==> src/hdl/bsde_pkg.sv <==
// ----------------------------------------------------------------------------
// bsde_pkg
// Shared types for the bitmap square draw engine: command codes and the
// command and status bundles between controller and datapath.
// ----------------------------------------------------------------------------
package bsde_pkg;

   typedef enum logic [1:0] {
      ACT_CLEAR  = 2'd0,
      ACT_FILL   = 2'd1,
      ACT_HOLLOW = 2'd2,
      ACT_READ   = 2'd3
   } action_type;

   localparam int BYTE_BITS = 8;

   typedef struct packed {
      logic load;
      logic setup;
      logic rd_en;
      logic wr_en;
      logic advance;
      logic clr_step;
      logic peek;
      logic finish_load;
   } cmd_type;

   typedef struct packed {
      logic empty;
      logic span_last;
      logic clr_last;
      logic rsp_free;
   } status_type;

endpackage

==> src/hdl/bsde_ctrl.sv <==
// ----------------------------------------------------------------------------
// bsde_ctrl
// Controller state machine: sequences clear sweeps, read-modify-write passes
// over the clipped square, pixel reads and result hand-off.
// ----------------------------------------------------------------------------
module bsde_ctrl (
   input  logic                  clock,
   input  logic                  reset,
   input  logic                  req_valid,
   input  logic [1:0]            req_action,
   output logic                  req_stall,
   input  bsde_pkg::status_type  status,
   output bsde_pkg::cmd_type     cmd
);

   typedef enum logic [7:0] {
      ST_INIT   = 8'b0000_0001,
      ST_IDLE   = 8'b0000_0010,
      ST_CLR    = 8'b0000_0100,
      ST_SETUP  = 8'b0000_1000,
      ST_RD     = 8'b0001_0000,
      ST_WR     = 8'b0010_0000,
      ST_PEEK   = 8'b0100_0000,
      ST_FINISH = 8'b1000_0000
   } state_type;

   state_type state_ff;
   state_type state_in;
   logic      accept;

   assign req_stall = (state_ff != ST_IDLE);
   assign accept    = req_valid && !req_stall;

   always_comb begin
      state_in = state_ff;
      cmd      = '0;
      case (state_ff)
         ST_INIT: begin
            cmd.clr_step = 1'b1;
            if (status.clr_last) state_in = ST_IDLE;
         end
         ST_IDLE: begin
            if (accept) begin
               cmd.load = 1'b1;
               case (bsde_pkg::action_type'(req_action))
                  bsde_pkg::ACT_CLEAR:  state_in = ST_CLR;
                  bsde_pkg::ACT_FILL:   state_in = ST_SETUP;
                  bsde_pkg::ACT_HOLLOW: state_in = ST_SETUP;
                  bsde_pkg::ACT_READ:   state_in = ST_PEEK;
                  default:              state_in = ST_IDLE;
               endcase
            end
         end
         ST_CLR: begin
            cmd.clr_step = 1'b1;
            if (status.clr_last) state_in = ST_FINISH;
         end
         ST_SETUP: begin
            cmd.setup = 1'b1;
            state_in  = status.empty ? ST_FINISH : ST_RD;
         end
         ST_RD: begin
            cmd.rd_en = 1'b1;
            state_in  = ST_WR;
         end
         ST_WR: begin
            cmd.wr_en   = 1'b1;
            cmd.advance = 1'b1;
            state_in    = status.span_last ? ST_FINISH : ST_RD;
         end
         ST_PEEK: begin
            cmd.rd_en = 1'b1;
            cmd.peek  = 1'b1;
            state_in  = ST_FINISH;
         end
         ST_FINISH: begin
            if (status.rsp_free) begin
               cmd.finish_load = 1'b1;
               state_in        = ST_IDLE;
            end
         end
         default: state_in = ST_INIT;
      endcase
   end

   always_ff @(posedge clock) begin
      if (reset) begin
         state_ff <= ST_INIT;
      end else begin
         state_ff <= state_in;
      end
   end

endmodule

==> config.mk <==
export PLATFORM = sky130hd
export DESIGN_NAME = bsde_ctrl
export DESIGN_NICKNAME = d
export VERILOG_FILES = /design/src/hdl/bsde_pkg.sv /design/src/hdl/bsde_ctrl.sv
export SDC_FILE = /design/constraint.sdc
export NUM_CORES = 1
export LEC_CHECK = 0
export BUFFER_PORTS_ARGS = -buffer_cell sky130_fd_sc_hd__clkbuf_2
export CAP_MARGIN = 20
export CORE_MARGIN = 2
export CORE_UTILIZATION = 48
export CTS_BUF_LIST = sky130_fd_sc_hd__clkbuf_4 sky130_fd_sc_hd__clkbuf_8
export CTS_CLUSTER_DIAMETER = 80
export DETAILED_ROUTE_END_ITERATION = 12
export HOLD_SLACK_MARGIN = 0.08
export PLACE_DENSITY = 0.78
export SLEW_MARGIN = 20
export SYNTH_ARGS = -nofsm -noshare
export SYNTH_HDL_FRONTEND = slang
export SYNTH_SLANG_ARGS = --single-unit
==> constraint.sdc <==
create_clock -name clock -period 2.05 [get_ports clock]
set_clock_uncertainty 0.1 [all_clocks]
set_input_delay 0.615 -clock clock [delete_from_list [all_inputs] [get_ports clock]]
set_output_delay 0.615 -clock clock [all_outputs]
set_load 0.1 [all_outputs]
Yosys cells after proc, flatten, opt, wreduce, memory -nomap -nowiden
Index checks and enable logic that the tools add are counted.
W data, S select, Z words.
{"block": "op_classes", "addsub": 0, "order_cmp": 0, "n_bitwise": 0, "n_eq_ne": 16, "n_shift": 0, "div": 0, "mul": 0, "muxes": 17, "n_reduce_logical": 7}
{"cell": "$pmux W8 S8", "count": 1}
{"cell": "$mux W8", "count": 6}
{"cell": "$pmux W8 S3", "count": 1}
{"cell": "$eq A8 B1 Y1 const B", "count": 1}
{"cell": "$eq A8 B2 Y1 const B", "count": 1}
{"cell": "$eq A8 B3 Y1 const B", "count": 1}
{"cell": "$eq A8 B4 Y1 const B", "count": 1}
{"cell": "$eq A8 B5 Y1 const B", "count": 1}
{"cell": "$eq A8 B6 Y1 const B", "count": 1}
{"cell": "$eq A8 B7 Y1 const B", "count": 1}
{"cell": "$eq A8 B8 Y1 const B", "count": 1}
{"cell": "$mux W1", "count": 8}
{"cell": "$ne A2 B2 Y1 const B", "count": 4}
{"cell": "$ne A8 B2 Y1 const B", "count": 1}
{"cell": "$reduce_or A2 Y1", "count": 3}
{"cell": "$eq A2 B2 Y1 const B", "count": 2}
{"cell": "$reduce_and A4 Y1", "count": 1}
{"cell": "$eq A2 B1 Y1 const B", "count": 1}
{"cell": "$logic_not A2 Y1", "count": 1}
{"cell": "$mux W2", "count": 1}
{"cell": "$logic_and A1 B1 Y1", "count": 1}
{"cell": "$logic_not A1 Y1", "count": 1}
{"block": "word_totals", "rom_bits": 0, "memories": 0, "register_bits": 8, "mem_bits_rw": 0, "input_bits": 9, "wordCells": 41, "latchBits": 0}

Depth between registers and ports, before layout
Gate-level depths: netlist (run 1).
{"block": "depth", "word_depth": 5, "mapped_depth": 5, "depth_no_buf": 4}

Worst setup path before layout (run 1)
Ideal clock, no wire load.
{"block": "synth_path", "path_kind": "reg-to-output", "from": "register state_ff[1]", "to": "output cmd[5] (netlist bit)", "path_buffers": 1, "arrival_ps": 4012, "stages_incl_launch_ff": 4, "setup_slack_ps": -2677, "path_cell_list": "dfxtp_1 buf_2 nor4_2 nor4b_1"}
{"element": "from (decl)", "line_no": "bsde_ctrl.sv:27", "rtl": "state_type state_ff;"}
{"element": "from (signal assigned)", "line_no": "bsde_ctrl.sv:90", "rtl": "state_ff <= state_in;"}
{"element": "to (decl)", "line_no": "bsde_ctrl.sv:13", "rtl": "output bsde_pkg::cmd_type cmd"}

==> results of run 1 <==
==> cells by family after synthesis <==
| family | count (synthesis) |
|---|---|
| AO/OA/AOI/OAI | 12 |
| XOR/XNOR | 6 |
| adder cells (fa/ha/maj) | 2 |
| buffers and inverters | 15 |
| flip-flops | 8 |
| AND/OR/NAND/NOR | 41 |
==> synth_stat cells, drive strengths merged (2+ instances only) <==
cell type / number / area, um2
dfxtp: 8 / 160
ha: 2 / 25.0
inv: 6 / 22.5
xor2: 2 / 17.5
nor4b: 6 / 52.6
a32oi: 2 / 17.5
nor3: 5 / 25.0
nor2: 10 / 37.5
xnor2: 4 / 35.0
and4: 2 / 18.8
clkbuf: 2 / 7.51
and3: 3 / 18.8
nor4: 5 / 52.6
nand2b: 2 / 12.5
buf: 7 / 50.1
o31ai: 2 / 15.0
nand4: 2 / 12.5
==> timing repair <==
action / in CTS / in global routing
gates cloned: 0 / 0
setup buffers: 6 / 1
endpoints found under the hold margin: 0 / 0
pin swaps: 3 / 2
endpoints found under the setup margin: 9 / 12
resized for setup: 2 / 6
hold buffers: 0 / 0
==> worst paths after layout <==
kind	end	cells past startpoint
worst max register to register	state_ff[6]$_SDFFE_PP0P_	7
worst min-delay path	state_ff[2]$_SDFFE_PP0P_	2
worst min register to register	state_ff[5]$_SDFFE_PP0P_	2
worst max-delay path	cmd[7]	5
==> cell usage in the layout (no fill, tap or decap), types with 2 or more instances in the layout <==
cell,instances
buf_4,26
buf_12,10
nor2_1,9
clkbuf_2,8
inv_1,5
dfxtp_1,5
nor4_4,4
xnor2_1,4
nor4b_1,4
nor3_1,3
clkbuf_4,3
nor3_2,2
nand2b_1,2
o31ai_1,2
nand4_1,2
xor2_1,2
and3_1,2
a32oi_1,2
ha_1,2
dfxtp_4,2
==> routing by layer <==
metal	routed length, um	share of wire	up-vias
met2	1530	0.46	92
met5	0	0	-
met1	1200	0.36	442
met3	330	0.099	32
met4	280	0.084	0
li1	-	-	387
==> where the power goes <==
part | switching (mW) | internal, mW | leakage (nW) | total [mW]
combinational | 0.488 | 0.378 | 0.437 | 0.866
sequential | 0.0269 | 0.187 | 0.0662 | 0.214
clock | 0.0573 | 0.0672 | 0.0138 | 0.125
==> area by class of cell <==
type	count	area share
timing repair buffer	44	0.358
tap	15	0.0154
multi-input combinational	61	0.439
sequential	8	0.139
clock buffer	3	0.0185
inverter	6	0.0298
==> stage by stage <==
stage | instance area [um2] | setup WS [ns] | util | hold slack (ns) | instances
final | 1220 | -0.563 | 0.923 | 0.594 | 137
after global routing | 1220 | -0.617 | 0.923 | 0.592 | 137
after CTS | 1190 | -0.505 | 0.901 | 0.541 | 136
after detailed placement | 1100 | -0.235 | 0.836 | 0.575 | 127
after global placement | 1100 | -0.199 | 0.836 | 0.555 | 127
after floorplan | 795 | -0.684 | - | 0.468 | 84
==> flow_summary.toml, run 1 <==
[synthesis]
postSynthCellCount = 84
synth-compound-area-share = 0.131
synth_cell_type_count = 37
synth_xor_area_frac = 0.0765
synth_fp_nets = 95
synth_top_family_by_area = "simple AND/OR/NAND/NOR gates"
synth_edf_count = 0
yosysWarnings = 0
synth-simple-area-share = 0.406
synthAdderAreaFrac = 0.0364
synth_seq_area_share = 0.233
syn_area_per_cell_um2 = 8.18
synthMuxAreaShare = 0
synth_area_um2 = 687
synth_ff_type = "dfxtp_1"
synth-seq-cells = 8
synthArstFlopShare = 0

[global_route]
use_met2 = 0.600
grt_use_met1 = 0.348
gr-max-usage-layer = "met2"
grt_first_pass_wirelength_um = 4360
antenna_found_initial = 0
grt_pass1_vias = 886
groute.usage.overall = 0.336
use_met3 = 0.0652
grt.overflow.total = 0
grt_max_degree = 10

[drt]
dr.pass1.iters = 5
drt_iter0_drc = 80
via_count = 953
wl_per_cell_um = 24.3
via_per_inst = 6.96
finalWirelength_um = 3330
ant_nets = 0
drc = 0

[cells_and_area]
top_register = "state_ff"
antenna_cells = 0
reg.largest.list = "state_ff x8"
multi_input_area_um2 = 534
fin_nets = 135
drive_gt1_frac = 0.533
syn_to_final_growth_pct = 77.0
nFillCells = 49
seqCellArea_um2 = 169
largest_register_ffs = 8

[clock_network]
tritoncts = "built"
cts_buffers = 3
path_clk_slew_ns = 0.06
cts_max_level = 1
clock_sinks = 8
clock_latency_ns = 0.26
ctsLongestPathBuffers = 2
root_buffer = "clkbuf_4"

[timing]
hold_violations = 0
tns_ns = -4.25
fin_crit_ns = 2.61
relSlewSlack = 0.538
slew_violations = 0
tightest_slew_ns = 0.684
worst_slack_ns = -0.563
rsz0062_at_grt = "yes"
max_freq_mhz = 383
finalSetupViolCount = 15
post-route-period-util = 1.27

[floorplan]
start_util = 0.521
die_x_um = 41.8
ioPinCount = 18
die_h_um = 41.8
rows = 13
coreArea_um2 = 1320
dieArea_um2 = 1750

[pwr]
power_mw = 1.20
power_density_nw_per_um2 = 991
p_leak_nw = 0.517
irDropWorstVdd_mv = 0.787

[hold_path]
hold_path.class = "in2reg"
hp-start = "reset"

[worst_setup_path]
cp_cell_sequence = "or4_4 -> nor4_4 -> bufinv_8 -> nor2_4 -> buf_12"
r2r_setup_slack_ns = -0.26
crit_type = "reg2out"
crit_path_end_kind = "output pin"
worstPathMaxFanout = 2
start_kind = "register"
critical_path.top_delay_family = "simple AND/OR/NAND/NOR gates"
cp_data_arrival_time_ns = 1.90
r2r_start = "state_ff[0]$_SDFFE_PP1P_"
cp-startpoint = "state_ff[6]$_SDFFE_PP0P_"
slowest_delay_ns = 0.57
cp_slowest_cell = "or4_4"
cp_num_buf_inv = 2
required_ns = 1.33

[run]
drv_cap = 0

[status]
failed_checks = "negative setup slack"
status = "finished, violations left"

[placed_design]
place_congestion = 0.897
place_hpwl_um = 1590
io_buffers = 17
Note: power is estimated with default switching activity, not from simulation.
==> inputs of run 2 (changes only) <==
- ABC_AREA: default -> 1
- CORE_UTILIZATION: 48 -> 47
- PLACE_DENSITY: 0.78 -> 0.77
- REMOVE_ABC_BUFFERS: default -> 1
==> run 2 against run 1 <==
Net effect: the run still ends with negative setup slack left; largest cell class unchanged; core utilization is 12 points lower; combinational power decreased by 18%; highest routed layer unchanged; sequential share of layout area grew 2.3 points; maximum frequency increased by 25%; non-clock buffer count down 18; clock power down 9%; design area decreased by 15%; total power decreased by 12%; synthesized cell count up 21%; final cell count grew 5.8%; global-route usage decreased by 8.9 points.
==> flow_summary.toml, run 2 <==
[status]
status = "finished, violations left"
failed_checks = "negative setup slack"

[placed_design]
place_congestion = 0.820
place_hpwl_um = 1200
io_buffers = 17
dp.cells = 133
dp_slack_ns = 0.0972

[global_route]
grt_max_degree = 8
grt_pass1_vias = 670
antenna_found_initial = 0
groute.usage.overall = 0.246
grt.overflow.total = 0
grt_first_pass_wirelength_um = 2590

[timing]
slew_violations = 0
fin_crit_ns = 2.09
worst_slack_ns = -0.0352
tightest_slew_ns = 0.191
hold-worst-slack_ns = 0.420
tns_ns = -0.0512
relSlewSlack = 0.872
finalSetupViolCount = 3
rsz0062_at_grt = "yes"
post-route-period-util = 1.02
hold_violations = 0
max_freq_mhz = 480

[cells_and_area]
seqCellArea_um2 = 168
top_register = "state_ff"
layout_common_cells = "nand2_1 (19), nor2_1 (15), inv_1 (14)"
fin_cells = 145
nFillCells = 81
antenna_cells = 0
drive_gt1_frac = 0.523
largest_register_ffs = 8
layout_commonest_cell = "nand2_1"
fin_nets = 143
multi_input_area_um2 = 465
syn_to_final_growth_pct = 60.3
reg.largest.list = "state_ff x8"

[pwr]
clkPwrFrac = 0.108
seq_power_share = 0.218
internal-power_mw = 0.524
power_density_nw_per_um2 = 1020
irDropWorstVdd_mv = 0.630
p_leak_nw = 0.522
p_sw_frac = 0.505
power_frac_comb = 0.674
p_sw_mw = 0.534

[synthesis]
synth_area_um2 = 646
synth-seq-cells = 8
synth_ff_type = "dfxtp_1"
yosys.area.top_type_share = 0.248
syn_area_per_cell_um2 = 6.33
synth_seq_area_share = 0.248
synth_area_leaders = "dfxtp_1 (25%), nand2_1 (12%), nor2_1 (10%), inv_1 (9.3%), nand2_2 (7.8%)"
synthArstFlopShare = 0
yosysWarnings = 0
postSynthCellCount = 102
synth_cell_type_count = 18
ys_top_cells_by_count = "nand2_1 (20), nor2_1 (18), inv_1 (16), dfxtp_1 (8), nand2_2 (8)"
synth_edf_count = 0
yosysTopAreaCell = "dfxtp_1"
yosysMostFrequentCell = "nand2_1"

[clock_network]
path_clk_slew_ns = 0.05
clock_sinks = 8
hold_buffers = 0
cts_max_level = 1
root_buffer = "clkbuf_4"
clock_latency_ns = 0.25
cts_buffers = 3
tritoncts = "built"
ctsLongestPathBuffers = 2

[worst_setup_path]
start_kind = "register"
required_ns = 1.33
worstPathMaxFanout = 5
crit_type = "reg2out"
cp_data_arrival_time_ns = 1.37
crit_path_end_kind = "output pin"

[drt]
dr.pass1.iters = 5
drt_iter0_drc = 24
drc = 0
via_per_inst = 5.34
wl_per_cell_um = 12.8
ant_nets = 0
finalWirelength_um = 1850
via_count = 774

[floorplan]
start_util = 0.502
rows = 13
ioPinCount = 18
coreArea_um2 = 1280
dieArea_um2 = 1690
die_h_um = 41.1
die_x_um = 41.1

[run]
drv_cap = 0

[hold_path]
hold_path.class = "reg2reg"
## run 2: worst paths after layout
check                             end  cells after the start                     start  slack [ns]
max                            cmd[5]                      6  state_ff[1]$_SDFFE_PP0P_       -0.04
min          state_ff[2]$_SDFFE_PP0P_                      2  state_ff[2]$_SDFFE_PP0P_        0.42
max reg2reg  state_ff[0]$_SDFFE_PP1P_                     14  state_ff[1]$_SDFFE_PP0P_        0.02
min reg2reg  state_ff[2]$_SDFFE_PP0P_                      2  state_ff[2]$_SDFFE_PP0P_        0.42
## run 2: stage by stage
step	total power [mW]	cell area, um2	util
CTS	1.00	970	0.755
detailed placement	0.861	877	0.683
global route	1.12	1030	0.805
finish	1.06	1030	0.805
floorplan	0.679	638	-
global placement	0.849	877	0.683
## run 2: kinds of logic (layout without fill, tap and decap cells)
| group | Yosys count | count (layout) | synth area share |
|---|---|---|---|
| simple gates | 69 | 69 | 0.554 |
| compound gates | 4 | 4 | 0.0349 |
| fa+ha+maj | 2 | 2 | 0.0388 |
| buf+inv | 19 | 47 | 0.124 |
| flops | 8 | 8 | 0.248 |
## run 2: cell type report
| cell class | instances | share of cell area |
|---|---|---|
| inverter | 18 | 0.0701 |
| clock buffer | 3 | 0.0218 |
| sequential | 8 | 0.162 |
| timing repair buffer | 26 | 0.278 |
| tap | 15 | 0.0181 |
| multi-input combinational | 75 | 0.450 |
## run 2: layer usage
metal  GRT usage  wire (um)
met1       0.259        714
met2       0.406        935
met3      0.0380        125
met5           0          0
met4       0.242         78
## run 2: worst max-delay path, stage by stage (launching register included)
cell,delay (ns)
dfxtp_2,0.34
nor2_4,0.14
nand2_4,0.08
inv_4,0.09
nand4_1,0.15
o21ai_2,0.13
buf_12,0.19
## run 2: power groups by stage
stage	registers (mW)	clock network [mW]	logic, mW
2_1_floorplan	0.209	0	0.470
3_3_place_gp	0.212	0	0.637
3_5_place_dp	0.214	0	0.646
4_1_cts	0.215	0.119	0.667
5_1_grt	0.234	0.126	0.761
6_report	0.231	0.114	0.713
## run 2: timing repair
action / CTS / global route
buffers inserted: 6 / 3
pin swaps: 2 / 2
resized for setup: 11 / 14
setup endpoints to repair: 6 / 8
